[config.mk]
export PLATFORM = sky130hd
export DESIGN_NAME = tgql_layout
export DESIGN_NICKNAME = d
export VERILOG_FILES = /design/src/hw/rtl/tgql_pkg.sv /design/src/hw/rtl/tgql_layout.sv
export SDC_FILE = /design/constraint.sdc
export NUM_CORES = 1
export LEC_CHECK = 0
export BUFFER_PORTS_ARGS = -buffer_cell sky130_fd_sc_hd__buf_2
export CAP_MARGIN = 20
export CELL_PAD_IN_SITES_DETAIL_PLACEMENT = 1
export CELL_PAD_IN_SITES_GLOBAL_PLACEMENT = 1
export CORE_MARGIN = 10
export CORE_UTILIZATION = 43
export CTS_CLUSTER_SIZE = 14
export DETAILED_ROUTE_END_ITERATION = 8
export PLACE_DENSITY_LB_ADDON = 0.1
export SLEW_MARGIN = 20
export SYNTH_ARGS = -nofsm -noshare
export SYNTH_HDL_FRONTEND = slang
export SYNTH_SLANG_ARGS = --single-unit
[constraint.sdc]
create_clock -name clk -period 18.1 [get_ports clk]
set_input_delay 2.715 -clock clk [delete_from_list [all_inputs] [get_ports clk]]
set_output_delay 2.715 -clock clk [all_outputs]
set_load 0.01 [all_outputs]
[src/hw/rtl/tgql_pkg.sv]
// Shared types, constants and helpers for the text glyph quad layout unit.
// Used by tgql_layout, tgql_vertex and text_glyph_quad_layout_unit.
// No dependencies.
package tgql_pkg;

  localparam int FRAC_BITS  = 8;
  localparam int COEF_BITS  = 14;
  localparam int COORD_W    = 34;
  localparam int PROD_W     = 50;
  localparam int SUM_W      = PROD_W + 2;
  localparam int QUOT_W     = SUM_W - COEF_BITS;
  localparam int CFG_IDX_W  = 3;
  localparam int IN_DATA_W  = 128;
  localparam int OUT_DATA_W = 200;

  localparam logic [20:0] CHAR_NEWLINE   = 21'h00000A;
  localparam logic [20:0] CHAR_SPACE     = 21'h000020;
  localparam logic [20:0] CHAR_TAB       = 21'h000009;
  localparam logic [20:0] CHAR_BACKSPACE = 21'h000008;

  localparam logic signed [SUM_W-1:0] ROUND_HALF = SUM_W'(1) <<< (COEF_BITS - 1);
  localparam logic signed [33:0] MAX31 = 34'sh07FFFFFFF;

  localparam logic [63:0] MATRIX_IDENTITY = 64'h4000_0000_0000_4000;
  localparam logic [31:0] COLOR_WHITE     = 32'hFFFF_FFFF;

  typedef enum logic [CFG_IDX_W-1:0] {
    CFG_MATRIX_LINEAR    = 3'd0,
    CFG_MATRIX_TRANSLATE = 3'd1,
    CFG_LAYOUT_OFFSET    = 3'd2,
    CFG_SPACING_X        = 3'd3,
    CFG_WRAP_WIDTH       = 3'd4,
    CFG_LINE_HEIGHT      = 3'd5,
    CFG_VERTEX_COLOR     = 3'd6
  } cfg_idx_t;

  typedef enum logic [1:0] {
    CORNER_TL = 2'd0,
    CORNER_TR = 2'd1,
    CORNER_BR = 2'd2,
    CORNER_BL = 2'd3
  } corner_t;

  typedef struct packed {
    logic [63:0]        matrix_linear;
    logic [63:0]        matrix_translate;
    logic [63:0]        layout_offset;
    logic signed [15:0] spacing_x;
    logic [23:0]        wrap_width;
    logic [15:0]        line_height;
    logic [31:0]        vertex_color;
  } cfg_t;

  typedef struct packed {
    logic [20:0] char_code;
    logic [15:0] glyph_width;
    logic [15:0] glyph_height;
    logic [15:0] tex_u0;
    logic [15:0] tex_v0;
    logic [15:0] tex_u1;
    logic [15:0] tex_v1;
    logic [7:0]  texture_page;
    logic        first_of_text;
    logic        last_of_text;
  } item_t;

  typedef struct packed {
    logic signed [COORD_W-1:0] l;
    logic signed [COORD_W-1:0] r;
    logic signed [COORD_W-1:0] t;
    logic signed [COORD_W-1:0] b;
    logic [15:0] tex_u0;
    logic [15:0] tex_v0;
    logic [15:0] tex_u1;
    logic [15:0] tex_v1;
    logic [7:0]  texture_page;
    logic        is_vertex;
    logic [30:0] content_width;
    logic [30:0] content_height;
  } quad_t;

  typedef struct packed {
    logic signed [31:0] vertex_x;
    logic signed [31:0] vertex_y;
    logic [15:0] out_u;
    logic [15:0] out_v;
    logic [31:0] out_color;
    logic [7:0]  out_page;
    logic        is_vertex;
    logic        last_of_item;
    logic [30:0] content_width;
    logic [30:0] content_height;
  } vtx_out_t;

  function automatic logic signed [31:0] sat32(input logic signed [39:0] v);
    if (v[39:31] == 9'h000 || v[39:31] == 9'h1FF) begin
      return v[31:0];
    end else if (v[39]) begin
      return 32'sh8000_0000;
    end else begin
      return 32'sh7FFF_FFFF;
    end
  endfunction

endpackage

[src/hw/rtl/tgql_layout.sv]
// Layout stage: input register, pen and line state, quad register.
// Depends on tgql_pkg.
module tgql_layout (
  input  logic            clk,
  input  logic            rst_n,
  input  tgql_pkg::cfg_t  cfg,
  input  logic            in_valid,
  output logic            in_ready,
  input  tgql_pkg::item_t in_item,
  output logic            quad_valid,
  input  logic            quad_ready,
  output tgql_pkg::quad_t quad
);

  logic            in_valid_r;
  tgql_pkg::item_t item_r;
  logic            quad_valid_r, quad_valid_nxt;
  tgql_pkg::quad_t quad_r, quad_nxt;

  logic signed [31:0] pen_x_r, pen_x_nxt;
  logic signed [31:0] pen_y_r, pen_y_nxt;
  logic [15:0]        clh_r, clh_nxt;
  logic signed [31:0] widest_r, widest_nxt;

  logic signed [31:0] px0, py0, wl0;
  logic [15:0]        clh0;
  logic               is_nl, is_blank, is_glyph, produces, proc, wrap;
  logic signed [33:0] gw34, gh34, sp34, ww34;
  logic signed [31:0] nl_y, blank_x;
  logic signed [31:0] px1, py1, pxw, px2, wlg;
  logic [15:0]        clh1, clh2;
  logic signed [31:0] ox, oy;
  logic signed [33:0] l, r, t, b, ch_sum;
  logic [30:0]        ch;

  always_comb begin
    px0  = item_r.first_of_text ? '0 : pen_x_r;
    py0  = item_r.first_of_text ? '0 : pen_y_r;
    clh0 = item_r.first_of_text ? '0 : clh_r;
    wl0  = item_r.first_of_text ? '0 : widest_r;

    is_nl    = (item_r.char_code == tgql_pkg::CHAR_NEWLINE);
    is_blank = (item_r.char_code == tgql_pkg::CHAR_SPACE) ||
               (item_r.char_code == tgql_pkg::CHAR_TAB) ||
               (item_r.char_code == tgql_pkg::CHAR_BACKSPACE);
    is_glyph = !is_nl && !is_blank;
    produces = is_glyph || item_r.last_of_text;

    gw34 = $signed({18'd0, item_r.glyph_width});
    gh34 = $signed({18'd0, item_r.glyph_height});
    sp34 = 34'(cfg.spacing_x);
    ww34 = $signed({10'd0, cfg.wrap_width});

    nl_y    = tgql_pkg::sat32(40'(34'(py0) - $signed({18'd0, clh0})));
    blank_x = tgql_pkg::sat32(40'(34'(px0) + gw34 + sp34));

    wrap = (cfg.wrap_width != '0) && ((34'(px0) + gw34) > ww34);
    px1  = wrap ? '0 : px0;
    py1  = wrap ? nl_y : py0;
    clh1 = wrap ? '0 : clh0;
    if (cfg.line_height != '0) begin
      clh2 = cfg.line_height;
    end else begin
      clh2 = (item_r.glyph_height > clh1) ? item_r.glyph_height : clh1;
    end

    ox = $signed(cfg.layout_offset[63:32]);
    oy = $signed(cfg.layout_offset[31:0]);
    l  = 34'(px1) - 34'(ox);
    r  = l + gw34;
    t  = 34'(py1) - 34'(oy);
    b  = t - gh34;

    pxw = tgql_pkg::sat32(40'(34'(px1) + gw34));
    wlg = (pxw > wl0) ? pxw : wl0;
    px2 = tgql_pkg::sat32(40'(34'(pxw) + sp34));

    if (is_nl) begin
      pen_x_nxt  = '0;
      pen_y_nxt  = nl_y;
      clh_nxt    = '0;
      widest_nxt = wl0;
    end else if (is_blank) begin
      pen_x_nxt  = blank_x;
      pen_y_nxt  = py0;
      clh_nxt    = clh0;
      widest_nxt = wl0;
    end else begin
      pen_x_nxt  = px2;
      pen_y_nxt  = py1;
      clh_nxt    = clh2;
      widest_nxt = wlg;
    end

    ch_sum = $signed({18'd0, clh_nxt}) - 34'(pen_y_nxt);
    if (ch_sum < 0) begin
      ch = '0;
    end else if (ch_sum > tgql_pkg::MAX31) begin
      ch = tgql_pkg::MAX31[30:0];
    end else begin
      ch = ch_sum[30:0];
    end

    quad_nxt.l              = l;
    quad_nxt.r              = r;
    quad_nxt.t              = t;
    quad_nxt.b              = b;
    quad_nxt.tex_u0         = item_r.tex_u0;
    quad_nxt.tex_v0         = item_r.tex_v0;
    quad_nxt.tex_u1         = item_r.tex_u1;
    quad_nxt.tex_v1         = item_r.tex_v1;
    quad_nxt.texture_page   = item_r.texture_page;
    quad_nxt.is_vertex      = is_glyph;
    quad_nxt.content_width  = widest_nxt[30:0];
    quad_nxt.content_height = ch;

    proc     = in_valid_r && (!produces || !quad_valid_r || quad_ready);
    in_ready = !in_valid_r || proc;

    if (proc && produces) begin
      quad_valid_nxt = 1'b1;
    end else if (quad_ready) begin
      quad_valid_nxt = 1'b0;
    end else begin
      quad_valid_nxt = quad_valid_r;
    end
  end

  always_ff @(posedge clk) begin
    if (!rst_n) begin
      in_valid_r   <= 1'b0;
      quad_valid_r <= 1'b0;
      pen_x_r      <= '0;
      pen_y_r      <= '0;
      clh_r        <= '0;
      widest_r     <= '0;
    end else begin
      if (in_ready) begin
        in_valid_r <= in_valid;
      end
      quad_valid_r <= quad_valid_nxt;
      if (proc) begin
        pen_x_r  <= pen_x_nxt;
        pen_y_r  <= pen_y_nxt;
        clh_r    <= clh_nxt;
        widest_r <= widest_nxt;
      end
    end
  end

  always_ff @(posedge clk) begin
    if (in_ready && in_valid) begin
      item_r <= in_item;
    end
    if (proc && produces) begin
      quad_r <= quad_nxt;
    end
  end

  assign quad_valid = quad_valid_r;
  assign quad       = quad_r;

endmodule

==> key figures, run 1 <==
STA
  – Minimum clock period: about 15 ns
  – Final setup violation count: 0
  – Max Transition Viols Final: 0
  – Portion of the clock cycle consumed by the worst path in the final layout: between 80% and 90%
  – Unrepaired setup endpoints after global routing: no
  – Transition time at the pin with the least slew margin: about 1.2 ns
  – Maximum operating frequency: approximately 65 MHz
  – Final clock skew: ~0.073 ns
  – Setup total negative slack: 0 ns
  – Hold violation count in the final report: 0
  – Worst relative slew slack: about a fifth
  – Setup slack after layout: roughly 2.7 ns

Setup path
  – Reg-to-Reg End: pen_x_r[7]
  – Startpoint types: flip-flop
  – R2r setup slk: 2.75 ns
  – Start point of the critical path: item_r[1]
  – Crit path arrival time: around 16 ns
  – Biggest cell delay along the critical path: roughly 0.88 ns
  – CP endpoint: pen_x_r[7]
  – Maximum fanout count along the critical path: 30
  – R2r startpoint: item_r[1]
  – Worst endpoint required time: about 19 ns
  – Most Frequent Cell on Critical Path: o21ai_0
  – Critical Path Slowest Stage Cell: nand2_1
  – Critical path class: flip-flop to flip-flop
  – Critical Path Sink Type: flip-flop
  – Length in cells of the worst reg-to-reg path: 56

Floorplan
  – Starting density of the core: 43.2%
  – Die area: approximately 0.094 mm²
  – Ports: a little under 700
  – Die H: 307 µm
  – CORE AREA: ~0.082 mm²
  – Floorplan die width: approximately 300 µm
  – Cell row count: 105

Clock network
  – Cts hold-fix bufs: 0
  – Root cell of the clock tree: clkbuf_16
  – Clock transition at the registers of the reported paths: roughly 0.070 ns
  – Maximum level of the CTS H-tree: 2
  – CTS-repair resized insts: 0
  – Clock latency reported for the late side of the worst-skew pair: about 0.7 ns
  – Setup bufs post-CTS: 0
  – CTS Sinks: 510
  – Num CTS Buffers: ~60
  – TritonCTS clock tree: yes
  – Bufs on Longest Clock Path: 3

Drt
  – Router iterations before antenna repair: 5
  – Number of DRC violations after detailed-routing iteration 0: approximately 1,600
  – Wire per inst: roughly 25 µm
  – Via-to-Cell Ratio: slightly below 6
  – Total wire length after detailed routing: about 130,000 µm
  – DRC: 0
  – Post-route ant nets: 0
  – Via count: approximately 31,000

Global route
  – Remaining Overflow, GRT: 0
  – Via count of the first global-routing pass: 31,600
  – Most utilized layer in the global route result: met2
  – Met2 usage in global routing: between 40% and 50%
  – Antenna violations before repair: 16
  – Global-route wire length before repair: 197,000 µm
  – Met3 track demand over resource in global routing: 5.97%
  – Pin count of the biggest net entering global routing: 87
  – GR met1 Demand/Resource: roughly a third
  – All-Layer GR Usage: 27.2%

Synth
  – Post-synth top flop: edfxtp_1
  – Number of different library cells in the post-synthesis netlist: 110
  – Total of flip-flops plus latches after synthesis: 510
  – Synth async-reset ratio: 0%
  – Average footprint of a synthesized cell: 9.61 µm²
  – Net count after synthesis: 4,427
  – Synthesized area: 0.0354 mm²
  – Number of enable-type register cells in the synthesized netlist: 396
  – Sequential cell area fraction in the yosys report: 40.1%
  – Synth Instances: 3,681
  – Warning count from the yosys run: 0

Layout
  – Final net count: just under 5,000
  – Area growth from synthesis to layout: 16.3%
  – Final instance area: about 0.041 mm²
  – Fraction of layout cells with a size suffix above 1: a little under a fifth
  – Count of non-filler cells in the finished layout: roughly 5,300

Run status
  – Status: completed

Placement
  – Placer congestion estimate: between 0.9 and 1
  – Count of buffers from port buffering: approximately 520
  – Post-detail-place hpwl: 105,000 µm
  – Worst slack at placement: roughly 3.0 ns
  – Placed cell count: 5,179
  – Instance area at placement: between 0.03 and 0.04 mm²

Power
  – VDD IR max: a little over 0.00008 V
  – Power Density: approximately 140 mW/mm²
  – Leakage power figure: about 18 nW
  – Tot Pwr: 5.62 mW

Min path
  – Path type of the worst min-delay path: flip-flop to flip-flop

Job
  – Number of max-cap violations: 0
[through the flow]
stage               utilization (%)  hold WS (ns)
finish                         50.2         0.396
CTS                            50.2         0.407
detailed placement             47.7         0.406
global route                   50.2         0.414
global placement               47.7         0.400
floorplan                         -         0.400
[sequential cells by signal, indices dropped and copies added (netlist names)]
name / flops
widest_r: 32
quad_valid: 1
clh_r: 16
pen_x_r: 32
in_valid_r: 1
pen_y_r: 32
gw34: 16
quad: 269
gh34: 16
item_r: 95
[metal layers]
metal | vias to the layer above | wire, µm | part of all wire (%)
met5 | - | 89 | 0.067
met2 | 775 | 67100 | 51
met4 | 14 | 3810 | 2.9
li1 | 14500 | - | -
met1 | 15100 | 53100 | 40
met3 | 202 | 8510 | 6.4
[final cells by class]
type	instances	area, µm²
Fill cell	9521	40700
Multi-Input combinational cell	2782	19600
Sequential cell	510	14200
Timing Repair Buffer	563	2920
Clock buffer	75	1610
Tap cell	1070	1340
Inverter	254	956
Clock inverter	40	472
Antenna cell	6	15.0
[Yosys cell counts (40+ instances only)]
| master | count | area share, % |
|---|---|---|
| xor2_1 | 71 | 1.8 |
| o21ai_0 | 230 | 3.3 |
| a211oi_1 | 40 | 0.85 |
| nand4_1 | 48 | 0.85 |
| nand2b_1 | 41 | 0.73 |
| nor2b_1 | 86 | 1.5 |
| inv_1 | 252 | 2.7 |
| o21a_1 | 62 | 1.3 |
| dfxtp_1 | 114 | 6.5 |
| nor2_1 | 270 | 2.9 |
| a21oi_1 | 269 | 3.8 |
| nor3_1 | 79 | 1.1 |
| a21o_1 | 98 | 2.1 |
| xnor2_1 | 182 | 4.5 |
| clkbuf_1 | 99 | 1.1 |
| and3_1 | 41 | 0.73 |
| nand2_1 | 279 | 3.0 |
| nand3_1 | 80 | 1.1 |
| edfxtp_1 | 396 | 34 |
| ha_1 | 315 | 11 |
[placed cells by master (no fill, tap or decap), drive strengths merged, types with 16 or more instances in the layout]
cell type / instances
buf: 563
edfxtp: 396
ha: 315
a21oi: 297
nand2: 280
nor2: 273
inv: 253
o21ai: 237
xnor2: 183
dfxtp: 114
a21o: 102
nor2b: 86
nand3: 80
nor3: 79
clkbuf: 75
xor2: 71
o21a: 62
nand4: 48
and3: 43
nand2b: 42
a211oi: 40
and2: 38
o21bai: 37
mux2i: 36
o22ai: 32
a31oi: 30
clkinv: 30
or3: 29
a31o: 27
nor4: 26
o211ai: 25
o31a: 22
fa: 20
mux2: 19
o31ai: 16
[power breakdown]
| part | switching (mW) | leakage (nW) | total, mW | internal, mW |
|---|---|---|---|---|
| combinational | 1.72 | 11.8 | 2.73 | 1.00 |
| clock | 0.541 | 1.01 | 1.29 | 0.747 |
| sequential | 0.0775 | 4.70 | 1.61 | 1.53 |
| total | 2.34 | 17.5 | 5.62 | 3.28 |
[cell families after synthesis]
group	after synthesis	synth area share (%)
fa+ha+maj	337	12.3
flops	510	40.1
simple gates	1091	15.4
compound gates	1045	19.6
mux	55	1.63
buf+inv	389	4.63
xor+xnor	254	6.31
[worst min path at each step]
stage                from        end  cells after the start
2_1_floorplan  item_r[39]  quad[100]                      0
3_3_place_gp   item_r[47]  quad[108]                      0
3_5_place_dp   item_r[34]   quad[95]                      0
4_1_cts        item_r[49]  quad[110]                      0
5_1_grt        item_r[55]  quad[116]                      0
6_report       item_r[49]  quad[110]                      0
[worst max-delay path, delay by kind of cell (launching register included)]
family                     cells  cell delay, ns
DFF                            1            0.42
and+or+nand+nor               11            3.64
AOI/OAI and AO/OA             30            7.76
adders and majority gates      7            1.97
buffers and inverters          7            1.16
xor gates and xnor gates       1            0.21
(Power assumes the default switching activity.)
==> run 2, diff against run 1 <==
ABC_AREA = 1   (was default)
CORE_UTILIZATION = 38   (was 43)
clock period = 13.8 ns   (was 18.1 ns; I/O delays follow)
==> key figures, run 2 <==
Drt
  – Wire per inst: ~21 µm
  – Sum of met3 wire segment lengths after detailed routing: between 6000 and 7000 µm
  – Detailed route wirelength on metal2: 65,100 µm
  – Via count: 32,900
  – Router iterations before antenna repair: 7
  – Met1 Wirelength: 62,200 µm
  – Total wire length after detailed routing: about 140,000 µm
  – Number of DRC violations after detailed-routing iteration 0: between 1,500 and 2,000
  – Via-to-Cell Ratio: just over 5
  – Post-route ant nets: 0
  – DRC: 0
  – Top routing layer used: met5

Job
  – Number of max-cap violations: 0

Synth
  – Number of enable-type register cells in the synthesized netlist: between 300 and 400
  – Most numerous cell types in the synthesized netlist: 977 x nand2_1, 729 x inv_1, 397 x a21oi_1
  – Post-synth top flop: edfxtp_1
  – Number of different library cells in the post-synthesis netlist: 58
  – Synth Instances: 4,629
  – Synth async-reset ratio: 0%
  – Synth area leader: edfxtp_1
  – Synth top area share: roughly a third
  – Cell types occupying the most area after synthesis: edfxtp_1 32%, ha_1 11%, nand2_1 10%
  – Total of flip-flops plus latches after synthesis: 510
  – Sequential cell area fraction in the yosys report: between 30% and 40%
  – Net count after synthesis: ~5,400
  – Average footprint of a synthesized cell: just under 8 µm²
  – Synthesized area: roughly 0.037 mm²
  – Warning count from the yosys run: 0
  – Most frequent cell after synthesis: nand2_1

Setup path
  – Critical path class: flip-flop to flip-flop
  – Startpoint types: flip-flop
  – Critical Path Sink Type: flip-flop
  – Crit path arrival time: 13.10 ns
  – Most Frequent Cell on Critical Path: nand2_1
  – R2r startpoint: item_r[1]
  – Worst endpoint required time: 14.41 ns
  – Biggest cell delay along the critical path: between 0.4 and 0.5 ns
  – Critical Path Slowest Stage Cell: fa_1
  – Maximum fanout count along the critical path: 30
  – Start point of the critical path: item_r[1]

STA
  – Transition time at the pin with the least slew margin: approximately 1.0 ns
  – Worst relative slew slack: roughly 31%
  – Final clock skew: ~0.052 ns
  – Portion of the clock cycle consumed by the worst path in the final layout: between 90% and 100%
  – Maximum operating frequency: 80.1 MHz
  – Hold violation count in the final report: 0
  – Max Transition Viols Final: 0
  – Final setup violation count: 0
  – Minimum clock period: roughly 12 ns
  – Setup slack after layout: about 1.3 ns

Placement
  – Post-detail-place hpwl: 109,000 µm
  – Worst slack at placement: approximately 0.80 ns
  – Instance area at placement: roughly 0.041 mm²
  – Count of buffers from port buffering: 523
  – Placer congestion estimate: around 0.90

Floorplan
  – Starting density of the core: 38.4%
  – Cell row count: 113
  – Die area: around 0.11 mm²
  – CORE AREA: roughly 0.095 mm²
  – Ports: just under 700
  – Floorplan die width: 330 µm
  – Die H: roughly 330 µm

Clock network
  – Num CTS Buffers: 60
  – TritonCTS clock tree: yes
  – CTS Sinks: 510
  – Bufs on Longest Clock Path: 3
  – Root cell of the clock tree: clkbuf_16
  – Clock latency reported for the late side of the worst-skew pair: roughly 0.70 ns
  – Cts hold-fix bufs: 0
  – Clock transition at the registers of the reported paths: approximately 0.07 ns
  – Maximum level of the CTS H-tree: 2

Min path
  – Worst Min Path Start: item_r[34]
  – Path type of the worst min-delay path: flip-flop to flip-flop

Layout
  – Final net count: 5,884
  – Highest-count cells in the layout ignoring fill and taps: 975 x nand2_1, 725 x inv_1, 523 x buf_2
  – Fraction of layout cells with a size suffix above 1: 16.1%
  – Final instance area: around 0.043 mm²
  – Most common library cell in the layout ignoring fill and taps: nand2_1
  – Area growth from synthesis to layout: 16.6%
  – Number of flip-flops under the largest register name: 269

Run status
  – Status: completed

Power
  – Leakage power figure: slightly above 20 nW
  – VDD IR max: around 0.00010 V
  – Power Density: between 150 and 200 mW/mm²

Global route
  – All-Layer GR Usage: 24.1%
  – Via count of the first global-routing pass: around 34,000
  – Antenna violations before repair: 9
  – Global-route wire length before repair: 204,000 µm
  – Pin count of the biggest net entering global routing: 151
  – Remaining Overflow, GRT: 0
run 2: cell types whose count changed after synthesis, sizes merged, moves of 85 or more:
cell   before   now
a21o      102    16
xor2       71   171
xnor2     183    83
nand2     280  1031
a21oi     297   398
nor2      273   407
nor2b      86     1
nand3      80   226
inv       253   775
run 2: layout make-up:
type                            count  area, µm²
Clock buffer                       66       1550
Tap cell                         1265       1580
Sequential cell                   510      14200
Fill cell                       11900      52600
Inverter                          777       2930
Clock inverter                     47        513
Antenna cell                        4       10.0
Multi-Input combinational cell   3229      19000
Timing Repair Buffer              560       2920
run 2: layer usage:
layer	global-route usage (%)	up-vias
li1	-	16300
met1	31.8	15900
met2	41.8	581
met3	3.68	98
met4	3.94	8
met5	0	-
run 2: kinds of logic (layout without fill, tap and decap cells):
family | count (synthesis) | in the layout | share of synthesized area, %
and+or+nand+nor | 1810 | 1810 | 21.1
buffers and inverters | 890 | 1450 | 9.45
AOI/OAI and AO/OA | 830 | 830 | 12.8
DFF | 510 | 510 | 38.7
adders and majority gates | 335 | 335 | 11.9
xor gates and xnor gates | 254 | 254 | 6.08
other | 0 | 4 | 0
run 2: critical path, delay by kind of cell (launching register included):
kind                     cells  cell delay, ns
adder cells (fa/ha/maj)      6            1.93
buffers and inverters       13            1.98
XOR/XNOR                     3            0.69
flip-flops                   1            0.37
AO/OA/AOI/OAI               15            3.10
AND/OR/NAND/NOR             38            4.29
run 2: path summary, 6_finish.rpt:
kind	to	slack, ns	cells past startpoint
worst max register to register	pen_x_r[30]	1.31	75
worst min register to register	quad[95]	0.42	0
worst max-delay path	pen_x_r[30]	1.31	75
worst min-delay path	quad[95]	0.42	0
run 2: repair_timing:
item / in CTS / in global routing
resized for setup: 0 / 11
endpoints found under the setup margin: 0 / 31
setup buffers: 0 / 1
run 2: through the flow:
stage / TNS, ns / std cells / hold WS, ns / power (mW) / utilization [%]
after CTS: 0 / 6452 / 0.418 / 6.50 / 44.8
final: 0 / 6458 / 0.420 / 6.44 / 44.8
after floorplan: 0 / 4629 / 0.400 / 3.90 / -
after global placement: 0 / 6339 / 0.400 / 4.74 / 42.6
after global routing: -0.00298 / 6455 / 0.429 / 6.89 / 44.8
after detailed placement: 0 / 6339 / 0.406 / 4.80 / 42.6
run 2: report_power, final:
part	total [mW]	leakage (nW)	switching, mW	internal (mW)
Combinational	2.77	15.1	1.86	0.907
Sequential	2.01	4.71	0.0639	1.95
Clock	1.66	0.993	0.720	0.938
Total	6.44	20.8	2.64	3.79
==> run 3, diff against run 2 <==
CORE_ASPECT_RATIO = 1.1   (was default)
==> key figures, run 3 (synthesized netlist as in run 2, its figures left out) <==
Run status
  – Status: completed

Floorplan
  – Starting density of the core: 38.2%
  – Ports: a little under 700
  – CORE AREA: 0.0957 mm²
  – Die area: between 0.1 and 0.15 mm²
  – Floorplan die width: ~320 µm
  – Die H: between 300 and 400 µm
  – Cell row count: approximately 120

Layout
  – Count of non-filler cells in the finished layout: between 6,000 and 7,000
  – Area growth from synthesis to layout: 16.6%
  – Final net count: between 5,000 and 6,000
  – Layout filler cell count: approximately 12,000
  – Highest-count cells in the layout ignoring fill and taps: 974 x nand2_1, 725 x inv_1, 523 x buf_2
  – Most common library cell in the layout ignoring fill and taps: nand2_1
  – Number of flip-flops under the largest register name: 269
  – Fraction of layout cells with a size suffix above 1: between 15 and 20%

Power
  – Flop pwr share: approximately a third
  – Share of total power in combinational logic: between 40% and 50%
  – Clock network fraction of design power: roughly a quarter
  – Leakage power figure: between 20 and 25 nW
  – Net switching power: between 2 and 3 mW
  – Proportion of total power due to net switching: about two fifths
  – VDD IR max: 0.000112 V
  – Internal power: approximately 3.8 mW
  – Power Density: around 150 mW/mm²

Setup path
  – Cell family with the largest share of critical-path delay: simple AND/OR/NAND/NOR gates
  – Most Frequent Cell on Critical Path: nand2_1
  – Crit path arrival time: 13.04 ns
  – Critical Path Sink Type: flip-flop
  – Worst endpoint required time: approximately 14 ns
  – Maximum fanout count along the critical path: 30
  – Buf+Inv Stages, Crit Path: 11
  – Critical path class: flip-flop to flip-flop
  – Startpoint types: flip-flop
  – Biggest cell delay along the critical path: 0.58 ns
  – Critical Path Slowest Stage Cell: edfxtp_1

Clock network
  – Num CTS Buffers: 59
  – CTS Sinks: between 500 and 600
  – Root cell of the clock tree: clkbuf_16
  – Clock latency reported for the late side of the worst-skew pair: between 0.6 and 0.7 ns
  – TritonCTS clock tree: yes
  – Clock transition at the registers of the reported paths: roughly 0.070 ns
  – Bufs on Longest Clock Path: 3
  – Maximum level of the CTS H-tree: 2
  – Cts hold-fix bufs: 0

Drt
  – Total wire length after detailed routing: ~130,000 µm
  – Wire per inst: around 21 µm
  – Via-to-Cell Ratio: approximately 5.1
  – DRC: 0
  – Post-route ant nets: 0
  – Router iterations before antenna repair: 5
  – Via count: ~33,000
  – Number of DRC violations after detailed-routing iteration 0: roughly 1,600

Placement
  – Placed cell count: 6,342
  – Count of buffers from port buffering: between 500 and 600
  – Post-detail-place hpwl: 109,000 µm
  – Placer congestion estimate: around 0.9

Global route
  – Antenna violations before repair: 17
  – Pin count of the biggest net entering global routing: 111
  – Global-route wire length before repair: between 200,000 and 250,000 µm
  – Remaining Overflow, GRT: 0
  – All-Layer GR Usage: around a quarter
  – Via count of the first global-routing pass: 34,200

STA
  – Portion of the clock cycle consumed by the worst path in the final layout: around nine tenths
  – Hold violation count in the final report: 0
  – Max Transition Viols Final: 0
  – Maximum operating frequency: 80.4 MHz
  – Final setup violation count: 0
  – Worst relative slew slack: 32.8%
  – Transition time at the pin with the least slew margin: 1.01 ns
  – Final clock skew: around 0.025 ns
  – Unrepaired setup endpoints after global routing: no
  – Minimum clock period: ~12 ns
  – Setup total negative slack: 0 ns

Job
  – Number of max-cap violations: 0

Min path
  – Path type of the worst min-delay path: flip-flop to flip-flop
run 3: cell count changes in the layout (fill, tap and decap cells not counted), sizes merged:
cell / delta
clkinv: -5
buf: -3
bufinv: +3
clkbuf: +9
diode: +6
clkinvlp: -3
inv: -6
run 3: path summary, 6_finish.rpt:
| kind | start | end | slack (ns) | cells after the start |
|---|---|---|---|---|
| setup reg to reg | item_r[1] | pen_x_r[30] | 1.36 | 72 |
| hold reg to reg | item_r[60] | quad[121] | 0.41 | 0 |
| hold / removal | item_r[60] | quad[121] | 0.41 | 0 |
| setup / recovery | item_r[1] | pen_x_r[30] | 1.36 | 72 |
run 3: final cells by class:
cell class	count	area, µm²	area share [%]
multi-input cells	3229	19000	44.5
flip-flops and latches	510	14200	33.2
inverters	777	2930	6.87
repair buffers	557	2910	6.82
well taps	1270	1590	3.72
clock buffers	75	1550	3.62
clock inverters	36	492	1.15
diodes	10	25.0	0.0586
run 3: worst reg2reg max path, delay by kind of cell (launching register included):
kind / cells / cell delay (ns)
and+or+nand+nor: 36 / 4.24
adders and majority gates: 7 / 2.25
AOI/OAI and AO/OA: 15 / 3.28
xor gates and xnor gates: 3 / 0.66
buffers and inverters: 11 / 1.36
DFF: 1 / 0.58
run 3: what timing repair did:
item,CTS,global route
buffers inserted,0,1
endpoints found under the setup margin,0,31
gates resized for setup,0,8
run 3: routing by layer:
metal	track usage [%]	part of all wire [%]
met1	27.6	41
met2	43.6	51
met3	5.17	5.9
met4	6.78	2.8
met5	0	0.059
run 3: through the flow:
| step | hold slack (ns) | utilization, % | power (mW) | instance area [µm²] | worst slack [ns] |
|---|---|---|---|---|---|
| after floorplan | 0.400 | - | 3.90 | 36600 | 1.99 |
| after CTS | 0.400 | 44.5 | 6.45 | 42600 | 0.741 |
| after global placement | 0.400 | 42.3 | 4.68 | 40500 | 1.01 |
| after detailed placement | 0.405 | 42.4 | 4.75 | 40600 | 0.832 |
| final | 0.405 | 44.6 | 6.37 | 42700 | 1.36 |
| after global routing | 0.410 | 44.6 | 6.84 | 42700 | 0.0354 |
run 3: power groups by stage:
stage / clock [mW] / combinational [mW] / sequential (mW)
floorplan: 0 / 1.80 / 2.10
global placement: 0 / 2.64 / 2.04
detailed placement: 0 / 2.71 / 2.04
CTS: 1.71 / 2.73 / 2.01
global route: 1.76 / 3.05 / 2.03
finish: 1.66 / 2.70 / 2.01
